[src/rtl/core/ptbs_pkg.sv]
// ---------------------------------------------------------------------------
// ptbs_pkg
// Shared constants, command codes and controller/datapath interface types.
// ---------------------------------------------------------------------------
package ptbs_pkg;

	localparam int N_QUEUES_DEF    = 4;
	localparam int QUEUE_DEPTH_DEF = 16;
	localparam int GAP_BITS_DEF    = 96;

	localparam logic [1:0] CMD_ENQ   = 2'd0;
	localparam logic [1:0] CMD_START = 2'd1;
	localparam logic [1:0] CMD_STEP  = 2'd2;
	localparam logic [1:0] CMD_STATS = 2'd3;

	localparam logic [1:0] ST_OK   = 2'd0;
	localparam logic [1:0] ST_BADQ = 2'd1;
	localparam logic [1:0] ST_FULL = 2'd2;

	localparam logic [2:0] REG_QIU    = 3'd0;
	localparam logic [2:0] REG_PRIO   = 3'd1;
	localparam logic [2:0] REG_TLIMIT = 3'd2;
	localparam logic [2:0] REG_TOK0   = 3'd3;
	localparam logic [2:0] REG_TOK3   = 3'd6;

	typedef struct packed {
		logic start;    // latch input, begin command
		logic exec;     // apply enqueue / start round with latched input
		logic rd_head;  // issue memory read of head at scan queue
		logic eval;     // evaluate scan queue with read data
		logic finish;   // load result register
	} ptbs_cmd_t;

	typedef struct packed {
		logic step_more;   // step: continue scanning
		logic hit;         // step: scan queue sends its head
	} ptbs_stat_t;

endpackage

[src/rtl/core/ptbs_datapath.sv]
// ---------------------------------------------------------------------------
// ptbs_datapath
// Queue storage, buckets, wall time and statistics; executes one command.
// ---------------------------------------------------------------------------
module ptbs_datapath #(
	parameter int N_QUEUES    = ptbs_pkg::N_QUEUES_DEF,
	parameter int QUEUE_DEPTH = ptbs_pkg::QUEUE_DEPTH_DEF,
	parameter int GAP_BITS    = ptbs_pkg::GAP_BITS_DEF
) (
	input  logic                clk,
	input  logic                arst_n,
	input  ptbs_pkg::ptbs_cmd_t cmd,
	output ptbs_pkg::ptbs_stat_t stat,
	input  logic                cfg_we,
	input  logic [2:0]          cfg_idx,
	input  logic [47:0]         cfg_data,
	input  logic [1:0]          command,
	input  logic [1:0]          queue_index,
	input  logic [15:0]         packet_bytes,
	input  logic                out_take,
	output logic                out_full,
	output logic [1:0]          status,
	output logic                sent,
	output logic [1:0]          sent_queue,
	output logic [15:0]         sent_bytes,
	output logic                round_done,
	output logic [47:0]         wall_time,
	output logic [31:0]         stat_packets,
	output logic [47:0]         stat_bytes,
	output logic [4:0]          stat_depth
);
	localparam int QW = (N_QUEUES > 1) ? $clog2(N_QUEUES) : 1;
	localparam int SW = $clog2(QUEUE_DEPTH);
	localparam int CW = $clog2(QUEUE_DEPTH + 1);
	localparam int PW = $clog2(N_QUEUES + 1);
	localparam int AW = QW + SW;
	localparam logic [47:0] MAX48 = '1;
	localparam logic [31:0] MAX32 = '1;

	logic [2:0]  qiu_q;
	logic        prio_q;
	logic [47:0] tlim_q;
	logic [19:0] tok_q [4];

	logic [15:0]   mem [1 << AW];
	logic [15:0]   rdata_q;
	logic [SW-1:0] head_q [N_QUEUES];
	logic [CW-1:0] cnt_q  [N_QUEUES];
	logic [19:0]   bkt_q  [N_QUEUES];
	logic [31:0]   pk_q   [N_QUEUES];
	logic [47:0]   by_q   [N_QUEUES];
	logic [PW-1:0] scan_q;
	logic          act_q;
	logic [47:0]   time_q;

	logic [1:0]  c_cmd_q;
	logic [1:0]  c_qi_q;
	logic [15:0] c_len_q;

	logic [PW-1:0] nq;
	always_comb begin
		if (qiu_q == 3'd0) nq = PW'(1);
		else if (32'(qiu_q) > N_QUEUES) nq = PW'(N_QUEUES);
		else nq = PW'(qiu_q);
	end

	logic          qi_ok;
	logic [QW-1:0] qi;
	assign qi_ok = 32'(c_qi_q) < 32'(nq);
	assign qi    = QW'(c_qi_q);

	// scan queue for step
	logic [QW-1:0] sq;
	logic          in_prio;
	logic          scan_ok;
	assign in_prio = prio_q && scan_q == '0;
	assign scan_ok = scan_q < nq;
	assign sq      = QW'(scan_q);

	logic q_has;
	assign q_has = cnt_q[sq] != '0;

	logic fits;
	assign fits = in_prio || ({4'd0, rdata_q} <= bkt_q[sq]);

	logic sent_now;
	assign sent_now = cmd.eval && act_q && scan_ok && q_has && fits;

	always_comb begin
		stat.step_more = act_q && scan_ok;
		stat.hit       = act_q && scan_ok && q_has && fits;
	end

	logic [48:0] t_sum;
	logic [47:0] t_new;
	logic [48:0] b_sum;
	assign t_sum = {1'b0, time_q} + {30'd0, rdata_q, 3'd0} + 49'(GAP_BITS);
	assign t_new = t_sum[48] ? MAX48 : t_sum[47:0];
	assign b_sum = {1'b0, by_q[sq]} + {33'd0, rdata_q};

	logic [SW:0]   wsum;
	logic [SW-1:0] wslot;
	assign wsum  = (SW+1)'(head_q[qi]) + (SW+1)'(cnt_q[qi]);
	assign wslot = (32'(wsum) >= QUEUE_DEPTH) ? SW'(wsum - (SW+1)'(QUEUE_DEPTH)) : SW'(wsum);

	logic [SW-1:0] head_nxt;
	assign head_nxt = (32'(head_q[sq]) == QUEUE_DEPTH - 1) ? '0 : head_q[sq] + SW'(1);

	always_ff @(posedge clk) begin
		if (cmd.exec && c_cmd_q == ptbs_pkg::CMD_ENQ && qi_ok
				&& 32'(cnt_q[qi]) < QUEUE_DEPTH)
			mem[AW'({qi, wslot})] <= c_len_q;
		if (cmd.rd_head)
			rdata_q <= mem[AW'({sq, head_q[sq]})];
	end

	always_ff @(posedge clk or negedge arst_n) begin
		if (!arst_n) begin
			qiu_q  <= 3'd4;
			prio_q <= 1'b0;
			tlim_q <= MAX48;
			for (int i = 0; i < 4; i++) tok_q[i] <= 20'd12000;
			for (int i = 0; i < N_QUEUES; i++) begin
				head_q[i] <= '0;
				cnt_q[i]  <= '0;
				bkt_q[i]  <= '0;
				pk_q[i]   <= '0;
				by_q[i]   <= '0;
			end
			scan_q   <= '0;
			act_q    <= 1'b0;
			time_q   <= '0;
			out_full <= 1'b0;
		end else begin
			if (cfg_we) begin
				case (cfg_idx)
					ptbs_pkg::REG_QIU:    qiu_q  <= cfg_data[2:0];
					ptbs_pkg::REG_PRIO:   prio_q <= cfg_data[0];
					ptbs_pkg::REG_TLIMIT: tlim_q <= cfg_data;
					default: begin
						if (cfg_idx >= ptbs_pkg::REG_TOK0 && cfg_idx <= ptbs_pkg::REG_TOK3)
							tok_q[2'(cfg_idx - ptbs_pkg::REG_TOK0)] <= cfg_data[19:0];
					end
				endcase
			end
			if (cmd.exec) begin
				case (c_cmd_q)
					ptbs_pkg::CMD_ENQ: begin
						if (qi_ok && 32'(cnt_q[qi]) < QUEUE_DEPTH)
							cnt_q[qi] <= cnt_q[qi] + CW'(1);
					end
					ptbs_pkg::CMD_START: begin
						for (int i = 0; i < N_QUEUES; i++)
							if (i < 32'(nq)) bkt_q[i] <= (i < 4) ? tok_q[i % 4] : 20'd0;
						scan_q <= '0;
						act_q  <= 1'b1;
					end
					default: ;
				endcase
			end
			if (cmd.eval && act_q) begin
				if (!scan_ok) act_q <= 1'b0;
				else if (q_has && fits) begin
					head_q[sq] <= head_nxt;
					cnt_q[sq]  <= cnt_q[sq] - CW'(1);
					if (!in_prio) bkt_q[sq] <= bkt_q[sq] - {4'd0, rdata_q};
					if (pk_q[sq] != MAX32) pk_q[sq] <= pk_q[sq] + 32'd1;
					by_q[sq] <= b_sum[48] ? MAX48 : b_sum[47:0];
					time_q   <= t_new;
					if (t_new > tlim_q) act_q <= 1'b0;
				end else begin
					scan_q <= scan_q + PW'(1);
				end
			end
			if (cmd.finish) out_full <= 1'b1;
			else if (out_take) out_full <= 1'b0;
		end
	end

	// full flag captured at start, since count changes after the write
	logic qi_ok_in;
	logic enq_full;
	assign qi_ok_in = 32'(queue_index) < 32'(nq);
	always_ff @(posedge clk) begin
		if (cmd.start)
			enq_full <= qi_ok_in && 32'(cnt_q[QW'(queue_index)]) >= QUEUE_DEPTH;
	end

	function automatic logic [1:0] ST_calc();
		logic [1:0] s;
		s = ptbs_pkg::ST_OK;
		if (c_cmd_q == ptbs_pkg::CMD_ENQ || c_cmd_q == ptbs_pkg::CMD_STATS) begin
			if (!qi_ok) s = ptbs_pkg::ST_BADQ;
			else if (c_cmd_q == ptbs_pkg::CMD_ENQ && enq_full) s = ptbs_pkg::ST_FULL;
		end
		return s;
	endfunction

	logic [1:0]  sent_q_q;
	logic [15:0] sent_b_q;
	logic        sent_f_q;
	always_ff @(posedge clk or negedge arst_n) begin
		if (!arst_n) begin
			sent_f_q <= 1'b0;
		end else if (cmd.start) begin
			sent_f_q <= 1'b0;
		end else if (sent_now) begin
			sent_f_q <= 1'b1;
		end
	end
	always_ff @(posedge clk) begin
		if (cmd.start) begin
			c_cmd_q  <= command;
			c_qi_q   <= queue_index;
			c_len_q  <= packet_bytes;
		end
		if (sent_now) begin
			sent_q_q <= 2'(sq);
			sent_b_q <= rdata_q;
		end
		if (cmd.finish) begin
			status       <= ST_calc();
			sent         <= sent_f_q;
			sent_queue   <= sent_f_q ? sent_q_q : 2'd0;
			sent_bytes   <= sent_f_q ? sent_b_q : 16'd0;
			round_done   <= !act_q;
			wall_time    <= time_q;
			stat_packets <= (c_cmd_q == ptbs_pkg::CMD_STATS && qi_ok) ? pk_q[qi] : '0;
			stat_bytes   <= (c_cmd_q == ptbs_pkg::CMD_STATS && qi_ok) ? by_q[qi] : '0;
			stat_depth   <= (c_cmd_q == ptbs_pkg::CMD_STATS && qi_ok) ? 5'(cnt_q[qi]) : '0;
		end
	end

endmodule

[src/rtl/core/ptbs_ctrl.sv]
// ---------------------------------------------------------------------------
// ptbs_ctrl
// Command sequencer: accept, scan read/evaluate loop, result hand-off.
// ---------------------------------------------------------------------------
module ptbs_ctrl (
	input  logic                 clk,
	input  logic                 arst_n,
	input  logic                 in_valid,
	output logic                 in_ready,
	input  logic [1:0]           command,
	input  ptbs_pkg::ptbs_stat_t stat,
	input  logic                 out_full,
	input  logic                 out_take,
	output ptbs_pkg::ptbs_cmd_t  cmd
);
	localparam logic [2:0] S_IDLE = 3'd0;
	localparam logic [2:0] S_DEC  = 3'd1;
	localparam logic [2:0] S_RD   = 3'd2;
	localparam logic [2:0] S_EV   = 3'd3;
	localparam logic [2:0] S_FIN  = 3'd4;

	logic [2:0] state_q;
	logic       is_step_q;
	logic       slot_free;

	assign slot_free = !out_full || out_take;
	assign in_ready  = state_q == S_IDLE;

	always_comb begin
		cmd         = '0;
		cmd.start   = in_valid && in_ready;
		cmd.exec    = state_q == S_DEC;
		cmd.rd_head = state_q == S_RD;
		cmd.eval    = state_q == S_EV;
		cmd.finish  = state_q == S_FIN && slot_free;
	end

	always_ff @(posedge clk or negedge arst_n) begin
		if (!arst_n) begin
			state_q   <= S_IDLE;
			is_step_q <= 1'b0;
		end else begin
			case (state_q)
				S_IDLE: if (in_valid) begin
					is_step_q <= command == ptbs_pkg::CMD_STEP;
					state_q   <= S_DEC;
				end
				S_DEC: state_q <= is_step_q ? S_RD : S_FIN;
				S_RD: state_q <= S_EV;
				S_EV: begin
					if (stat.step_more && !stat.hit) state_q <= S_RD;
					else state_q <= S_FIN;
				end
				S_FIN: if (slot_free) state_q <= S_IDLE;
				default: state_q <= S_IDLE;
			endcase
		end
	end
endmodule

[src/rtl/core/priority_token_bucket_scheduler_unit.sv]
// ---------------------------------------------------------------------------
// priority_token_bucket_scheduler_unit
// Strict-priority token-bucket packet scheduler, top level.
// ---------------------------------------------------------------------------
// Usage: one command transaction on in_* (enqueue, start round, service
// step, read stats) gives exactly one result transaction on out_*.
// Configuration registers are written through cfg_we/cfg_idx/cfg_data; the
// user must do so while the unit is idle, which the block does not enforce.
// Enqueue, start and stats pass from accept through the decode and final
// states to the result. A service step goes from decode into a loop of the
// read and evaluate states, checking one queue head at a time, until a head
// is sent or every queue in use is skipped (up to N_QUEUES), then to final.
// One command is in work at a time; the result sits in an output register,
// so a new command is taken while the previous result waits.
// If the receiver stalls with a result already held, the next command
// waits in its final state until the output register frees.
// Reset clears all queues, buckets, statistics and wall time and loads the
// register defaults; no clearing pass is needed.
// ---------------------------------------------------------------------------
module priority_token_bucket_scheduler_unit #(
	parameter int N_QUEUES    = ptbs_pkg::N_QUEUES_DEF,
	parameter int QUEUE_DEPTH = ptbs_pkg::QUEUE_DEPTH_DEF,
	parameter int GAP_BITS    = ptbs_pkg::GAP_BITS_DEF
) (
	input  logic        clk,
	input  logic        arst_n,
	input  logic        cfg_we,
	input  logic [2:0]  cfg_idx,
	input  logic [47:0] cfg_data,
	input  logic        in_valid,
	output logic        in_ready,
	input  logic [1:0]  command,
	input  logic [1:0]  queue_index,
	input  logic [15:0] packet_bytes,
	output logic        out_valid,
	input  logic        out_ready,
	output logic [1:0]  status,
	output logic        sent,
	output logic [1:0]  sent_queue,
	output logic [15:0] sent_bytes,
	output logic        round_done,
	output logic [47:0] wall_time,
	output logic [31:0] stat_packets,
	output logic [47:0] stat_bytes,
	output logic [4:0]  stat_depth
);
	ptbs_pkg::ptbs_cmd_t  cmd;
	ptbs_pkg::ptbs_stat_t stat;
	logic                 out_take;

	assign out_take = out_valid && out_ready;

	ptbs_ctrl u_ctrl (
		.clk      (clk),
		.arst_n   (arst_n),
		.in_valid (in_valid),
		.in_ready (in_ready),
		.command  (command),
		.stat     (stat),
		.out_full (out_valid),
		.out_take (out_take),
		.cmd      (cmd)
	);

	ptbs_datapath #(
		.N_QUEUES    (N_QUEUES),
		.QUEUE_DEPTH (QUEUE_DEPTH),
		.GAP_BITS    (GAP_BITS)
	) u_dp (
		.clk          (clk),
		.arst_n       (arst_n),
		.cmd          (cmd),
		.stat         (stat),
		.cfg_we       (cfg_we),
		.cfg_idx      (cfg_idx),
		.cfg_data     (cfg_data),
		.command      (command),
		.queue_index  (queue_index),
		.packet_bytes (packet_bytes),
		.out_take     (out_take),
		.out_full     (out_valid),
		.status       (status),
		.sent         (sent),
		.sent_queue   (sent_queue),
		.sent_bytes   (sent_bytes),
		.round_done   (round_done),
		.wall_time    (wall_time),
		.stat_packets (stat_packets),
		.stat_bytes   (stat_bytes),
		.stat_depth   (stat_depth)
	);
endmodule
[config.mk]
export PLATFORM = sky130hd
export DESIGN_NAME = priority_token_bucket_scheduler_unit
export DESIGN_NICKNAME = d
export VERILOG_FILES = /design/src/rtl/core/ptbs_pkg.sv /design/src/rtl/core/ptbs_datapath.sv /design/src/rtl/core/ptbs_ctrl.sv /design/src/rtl/core/priority_token_bucket_scheduler_unit.sv
export SDC_FILE = /design/constraint.sdc
export NUM_CORES = 2
export LEC_CHECK = 0
export BUFFER_PORTS_ARGS = -buffer_cell sky130_fd_sc_hd__buf_2
export CAP_MARGIN = 0
export CELL_PAD_IN_SITES_DETAIL_PLACEMENT = 0
export CELL_PAD_IN_SITES_GLOBAL_PLACEMENT = 1
export CORE_ASPECT_RATIO = 2
export CORE_UTILIZATION = 35
export CTS_CLUSTER_SIZE = 14
export DETAILED_ROUTE_END_ITERATION = 8
export PLACE_DENSITY_LB_ADDON = 0.2
export SYNTH_ARGS = -nofsm -noshare
export SYNTH_HDL_FRONTEND = slang
export SYNTH_HIERARCHICAL = 1
export SYNTH_SLANG_ARGS = --single-unit
[constraint.sdc]
create_clock -name clk -period 7.4 [get_ports clk]
set_input_delay 0.37 -clock clk [delete_from_list [all_inputs] [get_ports clk]]
set_output_delay 0.37 -clock clk [all_outputs]
set_load 0.01 [all_outputs]
==> impl_metrics.py <==
metrics = {
    "outcome": {
        "status": "finished, final reports clean",
    },
    "critical_path": {
        "end_kind": "flip-flop",
        "required_ns": 8.14,
        "startpoint_type": "flip-flop",
        "critical_path_class": "reg -> reg",
        "cp_max_fo": 26,
        "critical_path_arrival_ns": 6.79,
    },
    "routing": {
        "drtIter0Drc": 3347,
        "final_antenna_net_count": 0,
        "vias_per_cell": 5.40,
        "drc_errors": 0,
        "vias": 46891,
        "first_pass_iters": 7,
        "wl_per_cell_um": 27.8,
        "drt_wl_total_um": 242000,
    },
    "synth": {
        "synthCells": 5170,
        "synthDominantCellAreaShare_pct": 45.3,
        "synth_top_area_cell": "edfxtp_1",
        "synth_cell_type_count": 92,
        "synthArstFlopShare_pct": 33.7,
        "ys_seq_elements": 1860,
        "syn-num-nets": 5381,
        "ys.flop_type": "edfxtp_1",
        "ys_seq_area_share_pct": 64.5,
        "synthesis.area_mm2": 0.0818,
        "yosysWarnings": 6,
        "synth_edf_count": 1234,
        "synth_area_per_cell_um2": 15.8,
        "synth_area_leaders": "edfxtp_1 45%, dfrtp_1 17%, mux4_2 12%",
    },
    "die": {
        "rows": 250,
        "dieArea_mm2": 0.236,
        "core_area_mm2": 0.232,
        "io_pins": 233,
        "die_x_um": 344,
        "die_h_um": 686,
        "start_util_pct": 35.3,
    },
    "place": {
        "pre_cts_ws_ns": 1.34,
        "gp_congestion": 0.863,
        "dp_hpwl_um": 158000,
        "portBuffers": 232,
    },
    "finish": {
        "final_layout_size_suffix_gt1_share_pct": 27.9,
        "fin_nets": 5744,
        "syn_to_final_growth_pct": 13.9,
        "fillCellCount": 21481,
    },
    "clock_tree": {
        "clockBufferDepth": 4,
        "path_clk_slew_ns": 0.07,
        "cts_tree": "done",
        "post-cts-setup-buffer-count": 0,
        "cts-buffers-inserted": 178,
        "htreeDepth": 4,
        "clkSinkCount": 1860,
        "cts_root_buf": "clkbuf_16",
        "insertion_delay_ns": 0.88,
        "ctsResizeCount": 0,
    },
    "power_and_ir_drop": {
        "leakage_nw": 34.8,
        "p_per_area_mw_per_mm2": 350,
        "vdd_drop_max_mv": 0.240,
    },
    "sta": {
        "clock_skew_ns": 0.0899,
        "worstMarginPinSlew_ns": 1.18,
        "slew_viol_final": 0,
        "setup_tns_ns": 0,
        "slew_headroom_pct": 20.8,
        "setup_viol": 0,
        "rsz0062_at_grt": "false",
        "hold_violations": 0,
        "fin_crit_sh_pct": 81.8,
        "fmax_mhz": 165,
        "min_period_ns": 6.05,
        "fin_ws_ns": 1.35,
    },
    "global_route": {
        "track_usage_pct": 20.4,
        "antenna_found_initial": 11,
        "grt_remaining_overflow": 0,
        "grt_pass1_wl_um": 351000,
        "grt_max_degree": 149,
        "first_global_vias": 49615,
    },
    "job": {
        "drv_cap": 0,
    },
    "hold_path": {
        "hold_path.class": "in -> async",
    },
}
-- report_power, final --
| part | leakage [nW] | switching (mW) | internal [mW] | total (mW) |
|---|---|---|---|---|
| clock | 2.62 | 3.96 | 4.84 | 8.80 |
| sequential | 19.3 | 0.683 | 12.5 | 13.1 |
| combinational | 12.8 | 6.47 | 4.18 | 10.6 |
| total | 34.8 | 11.1 | 21.5 | 32.6 |
-- routing by layer --
| metal | GRT usage [%] | part of all wire, % | up-vias |
|---|---|---|---|
| met5 | 0 | 0 | - |
| met4 | 8.47 | 4.4 | 0 |
| li1 | - | - | 20709 |
| met1 | 24.1 | 39 | 24761 |
| met2 | 37.5 | 54 | 1048 |
| met3 | 1.97 | 3.3 | 373 |
-- state kept, by name, indices dropped and copies added, names as in the netlist, 48 cells and up --
register         flops
u_dp/bkt_q          80
u_dp/mem          1024
u_dp/tok_q          80
u_dp/pk_q          128
u_dp/time_q         48
u_dp/tlim_q         48
u_dp/stat_bytes     48
u_dp/by_q          192
u_dp/wall_time      48
-- logic make-up after synthesis --
group | count (synthesis) | synth area share (%)
XOR/XNOR | 113 | 1.21
flip-flops | 1860 | 64.5
multiplexers | 878 | 18.2
AO/OA/AOI/OAI | 776 | 5.78
adder cells (fa/ha/maj) | 135 | 2.10
AND/OR/NAND/NOR | 1007 | 5.92
buffers and inverters | 401 | 2.21
-- final cells by class --
class / instances / area [µm²] / share of cell area [%]
clock buffer: 241 / 4950 / 5.31
inverter: 115 / 434 / 0.466
tap: 3024 / 3780 / 4.06
multi-input combinational: 2909 / 27400 / 29.4
clock inverter: 54 / 407 / 0.436
timing repair buffer: 469 / 3340 / 3.59
antenna: 8 / 20.0 / 0.0215
sequential: 1860 / 52800 / 56.7
-- worst paths after layout --
| path | startpoint | end | cells after the start | slack [ns] |
|---|---|---|---|---|
| hold / removal | arst_n | u_dp/time_q[37]$_DFFE_PN0P_ | 2 | 0.03 |
| max in group asynchronous | arst_n | u_dp/pk_q[6]$_DFFE_PN0P_ | 4 | 5.41 |
| hold reg to reg | u_dp/time_q[5]$_DFFE_PN0P_ | u_dp/wall_time[5]$_DFFE_PP_ | 0 | 0.45 |
| setup reg to reg | u_dp/rdata_q[1]$_DFFE_PP_ | u_dp/act_q$_DFF_PN0_ | 18 | 1.35 |
| min in group clk | cfg_idx[2] | u_dp/qiu_q[0]$_DFFE_PN0P_ | 4 | 0.08 |
| setup / recovery | u_dp/rdata_q[1]$_DFFE_PP_ | u_dp/act_q$_DFF_PN0_ | 18 | 1.35 |
-- cell usage after synthesis (14+ instances only) --
master       n
and3_1     116
buf_4       15
a22oi_1     66
nor3_1      35
o21ai_0    320
edfxtp_1  1234
o21a_1      16
clkbuf_1   164
xnor2_1     68
o211ai_1    14
buf_2       51
nand2_1    370
mux4_2     453
nand3_1     75
a21o_1      33
and2_1      35
nand4_1     32
mux2i_1     81
dfrtp_1    549
nor2b_1     21
nor2_1     224
mux2_2     324
ha_1       131
xor2_1      45
a22o_1      67
a21oi_1    150
buf_1       38
inv_1      113
nand2b_1    23
dfstp_2     77
a31oi_1     37
-- layout by cell type (no fill, tap or decap), types with 26 or more instances in the layout --
master         Yosys  layout
a21o_1            33      33
dfstp_2           77      77
clkbuf_1         164      45
xnor2_1           68      68
edfxtp_1        1234    1234
nand3_1           75      72
nand4_1           32      32
dlygate4sd3_1      0      71
inv_1            113     113
nor3_1            35      32
nor2_1           224     198
nand2_1          370     365
and3_1           116     115
mux4_2           453     451
dfrtp_1          549     547
a21oi_1          150     150
nor2_2             1      26
and2_1            35      33
a22oi_1           66      66
mux2_2           324     324
buf_4             15     149
ha_1             131     130
mux2i_1           81      81
a31oi_1           37      37
a22o_1            67      67
buf_2             51     231
xor2_1            45      45
clkbuf_16          0     185
o21ai_0          320     319
-- per-stage QoR --
step	instance area, µm²	power, mW	hold slack, ns	cells	util, %
global route	93200	34.1	0.0776	8673	40.1
detailed placement	87100	24.1	0.350	8306	37.5
CTS	93200	33.1	0.0114	8672	40.1
finish	93200	32.6	0.0341	8680	40.1
floorplan	81800	20.2	0.0744	5170	-
global placement	87100	24.1	0.348	8306	37.5
-- critical path, stage by stage (launching register included) --
cell and delay, ns:
edfxtp_1 0.51, ha_1 0.34, ha_1 0.24, fa_1 0.43, a211o_1 0.35, a211o_1 0.31, nor3b_1 0.17, o21ai_0 0.68
a2111o_2 0.59, buf_4 0.38, o21ai_0 0.16, ha_1 0.35, nand4_1 0.10, nor2_1 0.17, inv_1 0.06, nor4_1 0.63
a21oi_1 0.13, and3_1 0.22, o32ai_1 0.13
-- what timing repair did --
action,4_1_cts,5_1_grt
hold endpoints to repair,217,0
endpoints found under the setup margin,0,0
hold buffers,71,0
Note: power is estimated with default switching activity, not from simulation.
